==> src/rtl/trar_pkg.sv <==
// Package for the true range average ratio block: state and config index enums and fixed constants.
// No dependencies; used by the top level in rtl/ (the divider does not use it).
package trar_pkg;

    localparam int RATIO_BITS = 24;
    localparam int WIN_BITS   = 11;
    localparam int FRAC_EXTRA = 16;

    typedef enum logic [3:0] {
        ST_IDLE,
        ST_TR,
        ST_SHORT_MUL,
        ST_SHORT_DIV,
        ST_LONG_MUL,
        ST_LONG_DIV,
        ST_RATIO_START,
        ST_RATIO_DIV,
        ST_OUT
    } state_t;

    typedef enum logic {
        REG_SHORT_WINDOW = 1'b0,
        REG_LONG_WINDOW  = 1'b1
    } reg_index_t;

endpackage

==> src/rtl/true_range_average_ratio.sv <==
// Top level of the true range average ratio block: sequencer, state and ports.
// Depends on trar_pkg and trar_divider.
//
// Usage: one price bar enters on s_axis (tdata = high, low, close; tuser =
// series_start). The block computes the true range, advances the short and
// long Wilder averages and outputs short/long as unsigned Q8.16 on m_axis
// (tdata = range_ratio, tuser = ratio_valid).
// Sequencing: one bit-serial divider of N = PRICE_BITS+32 bits is shared by the
// short update, the long update and the ratio, which run one after another.
// A result is ready once the ratio pass ends; when the result is invalid the
// ratio pass is skipped and the result follows the long update. The next bar
// is taken once the sequencer is back in idle.
// s_axis_tready is high only while the sequencer is idle.
// The result sits in an output register. While m_axis_tready is low it holds,
// the next bar is still taken and processed, and its result waits in the last
// step until the output register frees.
// Config writes (cfg_index 0 short_window, 1 long_window) are taken while the
// sequencer is idle, win over a bar in the same cycle and discard the history.
// Reset: windows return to 5 and 20, history clears, both channels go idle.
module true_range_average_ratio #(
    parameter int WINDOW_MAX = 1024,
    parameter int PRICE_BITS = 32
) (
    input  logic                                clk,
    input  logic                                rst_n,
    input  logic                                s_axis_tvalid,
    output logic                                s_axis_tready,
    // high_price, low_price, close_price, zero fill
    input  logic [((3*PRICE_BITS+7)/8)*8-1:0]   s_axis_tdata,
    input  logic                                s_axis_tuser,  // series_start
    output logic                                m_axis_tvalid,
    input  logic                                m_axis_tready,
    output logic [trar_pkg::RATIO_BITS-1:0]     m_axis_tdata,  // range_ratio
    output logic                                m_axis_tuser,  // ratio_valid
    input  logic                                cfg_valid,
    output logic                                cfg_ready,
    input  logic                                cfg_index,
    input  logic [trar_pkg::WIN_BITS-1:0]       cfg_data
);
    localparam int K_BITS   = $clog2(WINDOW_MAX + 2);
    localparam int W_BITS   = $clog2(WINDOW_MAX + 1);
    localparam int AVG_BITS = PRICE_BITS + trar_pkg::FRAC_EXTRA;
    localparam int NUM_BITS = AVG_BITS
                              + ((W_BITS > trar_pkg::FRAC_EXTRA) ? W_BITS : trar_pkg::FRAC_EXTRA);

    trar_pkg::state_t state_reg, state_next;

    logic [trar_pkg::WIN_BITS-1:0]   wshort_reg, wlong_reg;
    logic [PRICE_BITS-1:0]           prev_reg;
    logic [K_BITS-1:0]               k_reg, k_next;
    logic [AVG_BITS-1:0]             savg_reg, lavg_reg;
    logic [PRICE_BITS-1:0]           high_reg, low_reg, close_reg, tr_reg;
    logic                            first_reg;
    logic [trar_pkg::RATIO_BITS-1:0] ratio_reg;
    logic                            valid_reg;
    logic                            out_valid_reg, out_valid_next;
    logic [trar_pkg::RATIO_BITS-1:0] out_ratio_reg;
    logic                            out_flag_reg;

    logic                            div_start, div_busy, div_done;
    logic [NUM_BITS-1:0]             div_q;
    logic [NUM_BITS-1:0]             div_numer;
    logic [AVG_BITS-1:0]             div_denom;

    logic [W_BITS-1:0]               ws, wl, w_sel;
    logic [AVG_BITS-1:0]             acc_sel;
    logic [NUM_BITS-1:0]             num_calc;
    logic [PRICE_BITS-1:0]           ra, rb, rd, tr_calc;
    logic                            s_take, cfg_take, m_take;
    logic                            out_free, out_load, valid_calc;

    function automatic logic [W_BITS-1:0] win_of(input logic [trar_pkg::WIN_BITS-1:0] r);
        logic [W_BITS-1:0] w;
        w = W_BITS'(1);
        if (r != '0)
            w = (32'(r) > WINDOW_MAX) ? W_BITS'(WINDOW_MAX) : W_BITS'(r);
        return w;
    endfunction

    // numerator of one average step: running sum, seed, or smoothing
    function automatic logic [NUM_BITS-1:0] stage_num(
        input logic [AVG_BITS-1:0]   acc,
        input logic [W_BITS-1:0]     w,
        input logic [K_BITS-1:0]     k,
        input logic [PRICE_BITS-1:0] tr
    );
        logic [NUM_BITS-1:0]        s;
        logic [AVG_BITS+W_BITS-1:0] p;
        logic [NUM_BITS-1:0]        n;
        s = NUM_BITS'(acc) + NUM_BITS'(tr);
        p = acc * (w - 1'b1);
        if (32'(k) < 32'(w))
            n = s;
        else if (32'(k) == 32'(w))
            n = s << trar_pkg::FRAC_EXTRA;
        else
            n = NUM_BITS'(p) + (NUM_BITS'(tr) << trar_pkg::FRAC_EXTRA);
        return n;
    endfunction

    assign ws = win_of(wshort_reg);
    assign wl = win_of(wlong_reg);

    // true range on the latched bar
    always_comb
    begin
        ra = (high_reg >= low_reg) ? high_reg - low_reg : '0;
        rb = (high_reg >= prev_reg) ? high_reg - prev_reg : prev_reg - high_reg;
        rd = (low_reg >= prev_reg) ? low_reg - prev_reg : prev_reg - low_reg;
        tr_calc = ra;
        if (!first_reg)
        begin
            if (rb > tr_calc) tr_calc = rb;
            if (rd > tr_calc) tr_calc = rd;
        end
    end

    assign s_take   = s_axis_tvalid && s_axis_tready;
    assign cfg_take = cfg_valid && cfg_ready;
    assign m_take   = m_axis_tvalid && m_axis_tready;

    // a config transaction goes ahead of a bar offered in the same cycle
    assign s_axis_tready = (state_reg == trar_pkg::ST_IDLE) && !cfg_valid;
    assign cfg_ready     = (state_reg == trar_pkg::ST_IDLE);

    assign out_free = !out_valid_reg || m_axis_tready;

    assign k_next = (32'(k_reg) >= WINDOW_MAX + 1) ? k_reg : k_reg + 1'b1;

    // ratio is meaningful once the long window is full, the short one filled
    // and the fresh long average is nonzero
    assign valid_calc = (32'(k_reg) >= 32'(wl) + 32'd1) && (32'(k_reg) >= 32'(ws))
                        && (div_q[AVG_BITS-1:0] != '0);

    // next state
    always_comb
    begin
        state_next = state_reg;
        unique case (state_reg)
            trar_pkg::ST_IDLE:        if (s_take) state_next = trar_pkg::ST_TR;
            trar_pkg::ST_TR:          state_next = trar_pkg::ST_SHORT_MUL;
            trar_pkg::ST_SHORT_MUL:   state_next = trar_pkg::ST_SHORT_DIV;
            trar_pkg::ST_SHORT_DIV:   if (div_done) state_next = trar_pkg::ST_LONG_MUL;
            trar_pkg::ST_LONG_MUL:    state_next = trar_pkg::ST_LONG_DIV;
            trar_pkg::ST_LONG_DIV:
                if (div_done)
                    state_next = valid_calc ? trar_pkg::ST_RATIO_START : trar_pkg::ST_OUT;
            trar_pkg::ST_RATIO_START: state_next = trar_pkg::ST_RATIO_DIV;
            trar_pkg::ST_RATIO_DIV:   if (div_done) state_next = trar_pkg::ST_OUT;
            trar_pkg::ST_OUT:         if (out_free) state_next = trar_pkg::ST_IDLE;
            default:                  state_next = trar_pkg::ST_IDLE;
        endcase
    end

    // sequencer outputs: divider kick and result load
    always_comb
    begin
        div_start = 1'b0;
        out_load  = 1'b0;
        unique case (state_reg) inside
            trar_pkg::ST_SHORT_MUL, trar_pkg::ST_LONG_MUL, trar_pkg::ST_RATIO_START:
                div_start = 1'b1;
            trar_pkg::ST_OUT:
                out_load = out_free;
            default: ;
        endcase
    end

    // divider operands: an average step, or savg<<16 / lavg for the ratio.
    // While a window is still filling, divide by one to pass the sum through.
    always_comb
    begin
        acc_sel  = (state_reg == trar_pkg::ST_LONG_MUL) ? lavg_reg : savg_reg;
        w_sel    = (state_reg == trar_pkg::ST_LONG_MUL) ? wl : ws;
        num_calc = stage_num(acc_sel, w_sel, k_reg, tr_reg);
        if (state_reg == trar_pkg::ST_RATIO_START)
        begin
            div_numer = NUM_BITS'(savg_reg) << trar_pkg::FRAC_EXTRA;
            div_denom = lavg_reg;
        end
        else
        begin
            div_numer = num_calc;
            div_denom = (32'(k_reg) < 32'(w_sel)) ? AVG_BITS'(1) : AVG_BITS'(w_sel);
        end
    end

    trar_divider #(.NUM_BITS(NUM_BITS), .DEN_BITS(AVG_BITS)) u_div (
        .clk   (clk),
        .rst_n (rst_n),
        .start (div_start),
        .numer (div_numer),
        .denom (div_denom),
        .busy  (div_busy),
        .done  (div_done),
        .quot  (div_q)
    );

    // set on a result load, drop on the accepting edge
    always_comb
    begin
        out_valid_next = out_valid_reg;
        if (m_take)
            out_valid_next = 1'b0;
        if (out_load)
            out_valid_next = 1'b1;
    end

    always_ff @(posedge clk or negedge rst_n)
    begin
        if (!rst_n)
        begin
            state_reg     <= trar_pkg::ST_IDLE;
            wshort_reg    <= 11'd5;
            wlong_reg     <= 11'd20;
            prev_reg      <= '0;
            k_reg         <= '0;
            savg_reg      <= '0;
            lavg_reg      <= '0;
            valid_reg     <= 1'b0;
            out_valid_reg <= 1'b0;
            out_ratio_reg <= '0;
            out_flag_reg  <= 1'b0;
        end
        else
        begin
            state_reg     <= state_next;
            out_valid_reg <= out_valid_next;
            if (out_load)
            begin
                out_ratio_reg <= valid_reg ? ratio_reg : '0;
                out_flag_reg  <= valid_reg;
            end
            if (cfg_take)
            begin
                unique case (cfg_index)
                    trar_pkg::REG_SHORT_WINDOW: wshort_reg <= cfg_data;
                    trar_pkg::REG_LONG_WINDOW:  wlong_reg  <= cfg_data;
                    default: ;
                endcase
            end
            // drop the series history on a config write or a series start
            if (cfg_take || (s_take && s_axis_tuser))
            begin
                prev_reg <= '0;
                k_reg    <= '0;
                savg_reg <= '0;
                lavg_reg <= '0;
            end
            unique case (state_reg)
                trar_pkg::ST_TR:
                begin
                    k_reg    <= k_next;
                    prev_reg <= close_reg;
                end
                trar_pkg::ST_SHORT_DIV:
                    if (div_done)
                        savg_reg <= div_q[AVG_BITS-1:0];
                trar_pkg::ST_LONG_DIV:
                    if (div_done)
                    begin
                        lavg_reg  <= div_q[AVG_BITS-1:0];
                        valid_reg <= valid_calc;
                    end
                default: ;
            endcase
        end
    end

    // payload registers
    always_ff @(posedge clk)
    begin
        if (s_take)
        begin
            high_reg  <= s_axis_tdata[PRICE_BITS-1:0];
            low_reg   <= s_axis_tdata[2*PRICE_BITS-1:PRICE_BITS];
            close_reg <= s_axis_tdata[3*PRICE_BITS-1:2*PRICE_BITS];
            first_reg <= s_axis_tuser || (k_reg == '0);
        end
        if (state_reg == trar_pkg::ST_TR)
            tr_reg <= tr_calc;
        // saturate once the integer part reaches 256
        if (state_reg == trar_pkg::ST_RATIO_DIV && div_done)
            ratio_reg <= (|div_q[NUM_BITS-1:trar_pkg::RATIO_BITS])
                         ? '1 : div_q[trar_pkg::RATIO_BITS-1:0];
    end

    assign m_axis_tvalid = out_valid_reg;
    assign m_axis_tdata  = out_ratio_reg;
    assign m_axis_tuser  = out_flag_reg;

    // hold a stalled result unchanged
    assert property (@(posedge clk) disable iff (!rst_n)
        (m_axis_tvalid && !m_axis_tready) |=>
            (m_axis_tvalid && $stable(m_axis_tdata) && $stable(m_axis_tuser)))
        else $error("stalled result changed");

    // divider only runs outside idle
    assert property (@(posedge clk) disable iff (!rst_n)
        div_busy |-> state_reg != trar_pkg::ST_IDLE)
        else $error("divider busy while idle");

    // an invalid result carries a zero ratio
    assert property (@(posedge clk) disable iff (!rst_n)
        (m_axis_tvalid && !m_axis_tuser) |-> m_axis_tdata == '0)
        else $error("invalid result with nonzero ratio");

    // never take a bar and a config write together
    assert property (@(posedge clk) disable iff (!rst_n)
        !(s_take && cfg_take))
        else $error("bar and config write in one cycle");
endmodule

==> src/rtl/trar_divider.sv <==
// Shared restoring divider, one quotient bit per cycle.
// Depends on nothing but its parameters; instantiated by the top level.
module trar_divider #(
    parameter int NUM_BITS = 64,
    parameter int DEN_BITS = 48
) (
    input  logic                clk,
    input  logic                rst_n,
    input  logic                start,
    input  logic [NUM_BITS-1:0] numer,
    input  logic [DEN_BITS-1:0] denom,
    output logic                busy,
    output logic                done,
    output logic [NUM_BITS-1:0] quot
);
    localparam int CNT_BITS = $clog2(NUM_BITS + 1);

    logic [NUM_BITS-1:0] q_reg, q_next;
    logic [DEN_BITS:0]   r_reg, r_next;
    logic [DEN_BITS-1:0] d_reg, d_next;
    logic [CNT_BITS-1:0] cnt_reg, cnt_next;
    logic                busy_reg, busy_next;
    logic                done_reg, done_next;
    logic [DEN_BITS:0]   trial;

    always_comb
    begin
        q_next    = q_reg;
        r_next    = r_reg;
        d_next    = d_reg;
        cnt_next  = cnt_reg;
        busy_next = busy_reg;
        done_next = 1'b0;
        trial     = {r_reg[DEN_BITS-1:0], q_reg[NUM_BITS-1]};
        if (start)
        begin
            q_next    = numer;
            r_next    = '0;
            d_next    = denom;
            cnt_next  = CNT_BITS'(NUM_BITS);
            busy_next = 1'b1;
        end
        else if (busy_reg)
        begin
            // shift one numerator bit in, subtract when it fits
            if (trial >= {1'b0, d_reg})
            begin
                r_next = trial - {1'b0, d_reg};
                q_next = {q_reg[NUM_BITS-2:0], 1'b1};
            end
            else
            begin
                r_next = trial;
                q_next = {q_reg[NUM_BITS-2:0], 1'b0};
            end
            cnt_next = cnt_reg - 1'b1;
            if (cnt_reg == CNT_BITS'(1))
            begin
                busy_next = 1'b0;
                done_next = 1'b1;
            end
        end
    end

    always_ff @(posedge clk or negedge rst_n)
    begin
        if (!rst_n)
        begin
            busy_reg <= 1'b0;
            done_reg <= 1'b0;
            cnt_reg  <= '0;
        end
        else
        begin
            busy_reg <= busy_next;
            done_reg <= done_next;
            cnt_reg  <= cnt_next;
        end
    end

    always_ff @(posedge clk)
    begin
        q_reg <= q_next;
        r_reg <= r_next;
        d_reg <= d_next;
    end

    assign busy = busy_reg;
    assign done = done_reg;
    assign quot = q_reg;
endmodule
==> config.mk <==
export PLATFORM = sky130hd
export DESIGN_NAME = true_range_average_ratio
export DESIGN_NICKNAME = d
export VERILOG_FILES = /design/src/rtl/trar_pkg.sv /design/src/rtl/true_range_average_ratio.sv /design/src/rtl/trar_divider.sv
export SDC_FILE = /design/constraint.sdc
export NUM_CORES = 2
export LEC_CHECK = 0
export BUFFER_PORTS_ARGS = -buffer_cell sky130_fd_sc_hd__buf_4
export CELL_PAD_IN_SITES_DETAIL_PLACEMENT = 1
export CELL_PAD_IN_SITES_GLOBAL_PLACEMENT = 2
export CORE_AREA = 2 2 559 283
export CTS_CLUSTER_SIZE = 40
export DETAILED_ROUTE_END_ITERATION = 6
export DIE_AREA = 0 0 561 285
export GPL_ROUTABILITY_DRIVEN = 0
export GPL_TIMING_DRIVEN = 0
export PLACE_DENSITY = 0.79
export SLEW_MARGIN = 20
export SYNTH_ARGS = -nofsm -noshare
export SYNTH_HDL_FRONTEND = slang
export SYNTH_SLANG_ARGS = --single-unit
==> constraint.sdc <==
create_clock -name clk -period 12.53 [get_ports clk]
set_input_delay 2.506 -clock clk [delete_from_list [all_inputs] [get_ports clk]]
set_output_delay 2.506 -clock clk [all_outputs]
set_load 0.005 [all_outputs]
# == Word-level counts from Yosys, hierarchy flattened ==
# Index checks and enable logic that the tools add are counted.
# totals
reg_bits,514
in_bits,114
out_inout_bits,28
elab_cells,146
# op_classes
add_sub_neg,12
mul,1
order_cmp,12
eq_ne,16
n_mux,53
bitwise_logic,1
reduce_logical,28
# ops
cell,count
two-way mux 48 bit,9
two-way mux 64 bit,5
two-way mux 32 bit,9
subtractor 32 bit,5
two-way mux 11 bit,9
greater-or-equal comparator 32 bit,3
> comparator 32 bit,2
adder 59 x 48 -> 60 bit,1
multiplier 49 x 12 -> 59 bit,1
adder 48 x 32 -> 49 bit,1
greater-or-equal comparator 49 x 48 -> 1 bit,1
nonzero test 48 bit,1
subtractor 48 bit,1
OR reduction 40 bit,1
one-hot mux 4 bit (9 select lines),1
two-way mux 24 bit,1
two-way mux 4 bit,6
> comparator 11 bit (second input constant),2
nonzero test 11 bit,2
== test 4 x 3 -> 1 bit (second input constant),4
two-way mux 7 bit,2
adder 11 x 1 -> 12 bit (second input constant),1
greater-or-equal comparator 11 x 12 -> 1 bit,1
subtractor 11 x 1 -> 12 bit (second input constant),1
23 further kinds,53

# == Logic depth before layout (Yosys ltp) ==
# logic_depth
word_depth,11
ltp_mapped,51
ltp_nobuf,45

# == Cells and area by module ==
# A second synthesis with hierarchy kept.
# hier_totals
hier_cells,6568
hier_area_um2,58175.8
# by_module_without_submodules
module,instances,cells_per_inst,area_per_inst_um2,seq_area_each_um2
true_range_average_ratio,1,5590,48101.1,9404.0
trar_divider,1,978,10074.7,4549.4

# == Worst setup path before layout ==
# No wires, ideal clock.
# synth_timing
kind,flip-flop to flip-flop
startpoint,register state_reg[3]
endpoint,"register u_div.q_reg[51] (netlist: u_div.quot[51]), data pin"
setup_ns,0.261
t_arrival_ns,11.449
required_time_ns,12.269
setup_slack_ns,0.821
path_stages_with_launch,50
synth_period_minus_slack_ns,11.709
path_cell_list,dfrtp_1 -> buf_4 -> nor4b_4 -> buf_6 -> buf_2 -> buf_1 -> nor3_1 -> a21oi_1 -> clkbuf_1 -> buf_1 -> ha_1 -> nand2_1 -> nor2_1 -> xnor2_1 -> clkbuf_1 -> nand2_1 -> fa_1 -> fa_1 -> [14 not listed] -> o21bai_1 -> a21oi_1 -> o21ai_0 -> xor2_1 -> ha_1 -> clkbuf_1 -> a21oi_1 -> o21bai_1 -> a21oi_1 -> nand2_1 -> a2111oi_0 -> o31ai_1 -> a2111o_1 -> a21oi_1 -> nand3b_1 -> xor2_1 -> a211oi_1 -> a221o_1
# synth_via
elab_chain_cells,9
elab_cells_between_ends,17
cone_classes,add/sub: 3; mul: 1; order compare: 1; eq/ne: 4; mux: 7; reduce/logical: 1
# synth_lines
element,line_no,text
"start, declared",true_range_average_ratio.sv:46,"trar_pkg::state_t state_reg, state_next;"
"start signal, assigned",true_range_average_ratio.sv:213,state_reg <= trar_pkg::ST_IDLE;
"start signal, assigned",true_range_average_ratio.sv:227,state_reg <= state_next;
== test 4 x 3 -> 1 bit,"true_range_average_ratio.sv:173, true_range_average_ratio.sv:174",
two-way mux 11 bit,true_range_average_ratio.sv:174,w_sel = (state_reg == trar_pkg::ST_LONG_MUL) ? wl : ws;
subtractor 11 x 1 -> 12 bit,true_range_average_ratio.sv:91,p = acc * (w - 1'b1);
multiplier 49 x 12 -> 59 bit,true_range_average_ratio.sv:91,
adder 59 x 48 -> 60 bit,true_range_average_ratio.sv:97,n = NUM_BITS'(p) + (NUM_BITS'(tr) << trar_pkg::FRAC_EXTRA);
two-way mux 64 bit,true_range_average_ratio.sv:94,else if (32'(k) == 32'(w))
two-way mux 64 bit,true_range_average_ratio.sv:92,if (32'(k) < 32'(w))
two-way mux 64 bit,true_range_average_ratio.sv:176,if (state_reg == trar_pkg::ST_RATIO_START)
two-way mux 64 bit *,trar_divider.sv:35,if (start)
via u_div.q_next[51],trar_divider.sv:18,"logic [NUM_BITS-1:0] q_reg, q_next;"
"end signal, assigned",trar_divider.sv:83,q_reg <= q_next;
"end, declared",trar_divider.sv:18,
# The timed path passes the listed nets; every way through them passes the cells marked *.
# A chain may end at the register's enable or synchronous reset.

# == Worst setup path after layout ==
# layout_timing
startpoint,register high_reg[14]
endpoint,"register tr_reg[15], data pin"
# layout_via
elab_chain_cells,8
elab_cells_between_ends,13
cone_classes,add/sub: 3; order compare: 4; mux: 6
# layout_lines
element,line_no,text
"start, declared",true_range_average_ratio.sv:52,"logic [PRICE_BITS-1:0] high_reg, low_reg, close_reg, tr_reg;"
"start signal, assigned",true_range_average_ratio.sv:275,high_reg <= s_axis_tdata[PRICE_BITS-1:0];
subtractor 32 bit (tied with other cells),true_range_average_ratio.sv:108,rb = (high_reg >= prev_reg) ? high_reg - prev_reg : prev_reg - high_reg;
two-way mux 32 bit (on tied branches),"true_range_average_ratio.sv:108, true_range_average_ratio.sv:107",
> comparator 32 bit,true_range_average_ratio.sv:113,if (rb > tr_calc) tr_calc = rb;
two-way mux 32 bit,true_range_average_ratio.sv:113,
two-way mux 32 bit,true_range_average_ratio.sv:111,if (!first_reg)
> comparator 32 bit,true_range_average_ratio.sv:114,if (rd > tr_calc) tr_calc = rd;
two-way mux 32 bit,true_range_average_ratio.sv:114,
two-way mux 32 bit *,true_range_average_ratio.sv:111,
via tr_calc[15],true_range_average_ratio.sv:68,"logic [PRICE_BITS-1:0] ra, rb, rd, tr_calc;"
"end signal, assigned",true_range_average_ratio.sv:281,tr_reg <= tr_calc;
"end, declared",true_range_average_ratio.sv:52,
# The timed path passes the listed nets; every way through them passes the cells marked *. The select of a mux whose other input is x is not followed.

==> out/metrics.yaml <==
outcome:
  run_status: "finished, violations left"
  failed_checks: "design-rule violations, negative setup slack"
sta:
  fin_crit_ps: 13040
  fmax_mhz: 76.7
  slew_headroom_pct: 5.67
  final-setup-viol-count: 29
  tightest_slew_ps: 1410
  drv_slew: 0
  worst_slack_ps: -511
  skew_ps: 111
  hold_viol_final: 0
  finalCritPeriodShare_pct: 104
  whs_ps: 451
placed_design:
  place_area_um2: 61600
  portBuffers: 141
  dpl.hpwl_um: 233000
  post-place-ws_ps: -4250
critical_path:
  arrival_ps: 13330
  slowest_stage: "clkbuf_1"
  crit_family: "simple AND/OR/NAND/NOR gates"
  worst_setup_path_start_kind: "flop"
  critPathMaxFanout: 10
  rrSetupSlack_ps: -510
  path_buf_inv: 6
  crit_path_max_incr_delay_ps: 800
  end_kind: "flop"
  rr_startpoint: "high_reg[14]"
  r2r-end: "tr_reg[15]"
  critPathKind: "flop to flop"
  required_ps: 12810
  rr_worst_depth: 34
clock_network:
  ctsRootBufferMaster: "clkbuf_16"
  postCtsHoldBufs: 0
  ctsLongestPathBuffers: 3
  clock-sinks: 514
  htree_levels: 2
  path_clk_slew_ps: 70
  clk_latency_ps: 720
  cts_made_buffers: 54
  cts_tree: "built"
logic_synthesis:
  post-synth-top-count-cell: "nand2_1"
  synth.top_cell.area_share_pct: 16.4
  synth_edf_count: 265
  synth_ff_type: "edfxtp_1"
  syn_area_um2: 57200
  synth_fa_ha_area_share_pct: 27.7
  synthMuxAreaShare_pct: 2.84
  ys_seq_area_share_pct: 24.4
  synth_cell_types: 105
  synth-seq-cells: 514
  synthSimpleGateAreaFrac_pct: 14.4
  synth_common_cells: "781 x nand2_1, 780 x inv_1, 512 x ha_1"
  synth_top_family_by_area: "adder cells"
  yosys_warnings: 0
  yosysTopAreaCell: "fa_1"
  syn_inst: 6458
  synthXorXnorAreaFrac_pct: 4.37
  synth_area_leaders: "fa_1 16%, edfxtp_1 14%, ha_1 11%"
  synth-async-reset-ratio_pct: 39.1
  syn_area_per_cell_um2: 8.85
  synth_compound_area_share_pct: 19.1
floorplan:
  rows: 103
  floorplan.initialDensity_pct: 36.7
  dieHeight_um: 285
  ios: 142
  dieArea_um2: 160000
  core_um2: 156000
  die_w_um: 561
detailed_routing:
  routedWlPerCell_um: 31.0
  antenna_left: 0
  drcViolationCount: 2
  num_vias: 54138
  dr.pass1.iters: 7
  first_iter_violations: 7782
  via_per_inst: 6.09
  routed_wl_um: 276000
finish:
  final_area_um2: 64500
  area_growth_pct: 12.9
  largest_reg_flops: 64
  drive_gt1_share_pct: 8.51
  nNetsFinal: 7841
grt:
  grt_usage_pct: 33.9
  grt_pass1_wl_um: 392000
  antenna_found_initial: 13
  grt_pass1_vias: 52667
  grt_start_max_net_pins: 72
  grt-ovfl-total: 0
worst_hold_path:
  min_to: "prev_reg[31]"
  worstHoldPathType: "flop to flop"
  min_from: "close_reg[31]"
  worstHoldPathCells: 2
flow_run:
  max_cap_violations: 0
per-stage QoR:
| stage | utilization [%] | setup TNS, ps | instances |
|---|---|---|---|
| 4_1_cts | 41.1 | 0 | 8877 |
| 6_report | 41.4 | -8540 | 8896 |
| 2_1_floorplan | - | 0 | 6504 |
| 3_3_place_gp | 39.1 | -200460 | 8745 |
| 5_1_grt | 41.4 | -290 | 8892 |
| 3_5_place_dp | 39.5 | -146230 | 8771 |
cell usage in the layout (no fill, tap or decap), types with 97 or more instances in the layout:
master | synthesis | routed
a21oi_1 | 398 | 384
fa_1 | 469 | 469
o21ai_0 | 346 | 333
nand2_1 | 781 | 781
ha_1 | 512 | 509
nor2_1 | 383 | 376
a22o_1 | 100 | 100
xnor2_1 | 180 | 171
and2_1 | 120 | 119
xor2_1 | 105 | 97
clkbuf_1 | 262 | 205
a21o_1 | 187 | 187
dfrtp_1 | 197 | 197
edfxtp_1 | 265 | 265
buf_4 | 1 | 168
inv_1 | 780 | 779
worst register-to-register path, delay by kind of cell, from the launching register on:
kind | cells | cell delay (ps)
AOI/OAI and AO/OA | 11 | 3700
DFF | 1 | 450
buffers and inverters | 6 | 2840
and+or+nand+nor | 14 | 4540
adders and majority gates | 3 | 1120
cell type report:
type                            count  area [um^2]
Clock buffer                       64         1470
Timing Repair Buffer              195         1740
Inverter                          789         2980
Fill cell                       18247        91400
Buffer                            290         1330
Sequential cell                   514        14000
Multi-Input combinational cell   4902        39900
Clock inverter                     38          498
Antenna cell                        4         10.0
Tap cell                         2100         2630
how the worst max path moves through the flow:
| stage | start | end | slack, ps | cells after the start |
|---|---|---|---|---|
| floorplan | state_reg[3] | u_div.quot[51] | 820 | 49 |
| global placement | state_reg[0] | u_div.quot[51] | -5410 | 49 |
| detailed placement | state_reg[0] | u_div.quot[51] | -4250 | 50 |
| CTS | state_reg[3] | u_div.quot[51] | 5 | 50 |
| global route | state_reg[3] | u_div.quot[49] | -70 | 45 |
| finish | high_reg[14] | tr_reg[15] | -510 | 34 |
cell families after synthesis:
kind of cell             Yosys count
AO/OA/AOI/OAI                   1640
XOR/XNOR                         285
adder cells (fa/ha/maj)          984
buffers and inverters           1088
flip-flops                       514
multiplexers                     153
other                              2
AND/OR/NAND/NOR                 1792
layer usage:
| metal | share of wire, % | track usage [%] | routed length (um) |
|---|---|---|---|
| met1 | 48 | 54.1 | 133000 |
| met2 | 32 | 36.8 | 87300 |
| met3 | 19 | 20.7 | 51600 |
| met4 | 1.2 | 3.95 | 3260 |
| met5 | 0.17 | 0 | 480 |
timing repair:
item	CTS	global route
gates resized for setup	115	93
pin swaps	6	12
buffers inserted	7	18
setup endpoints to repair	76	53
Power is left out: the tool's default activity adds up to more than one toggle a clock period on the data nets, which glitch-free logic cannot reach.
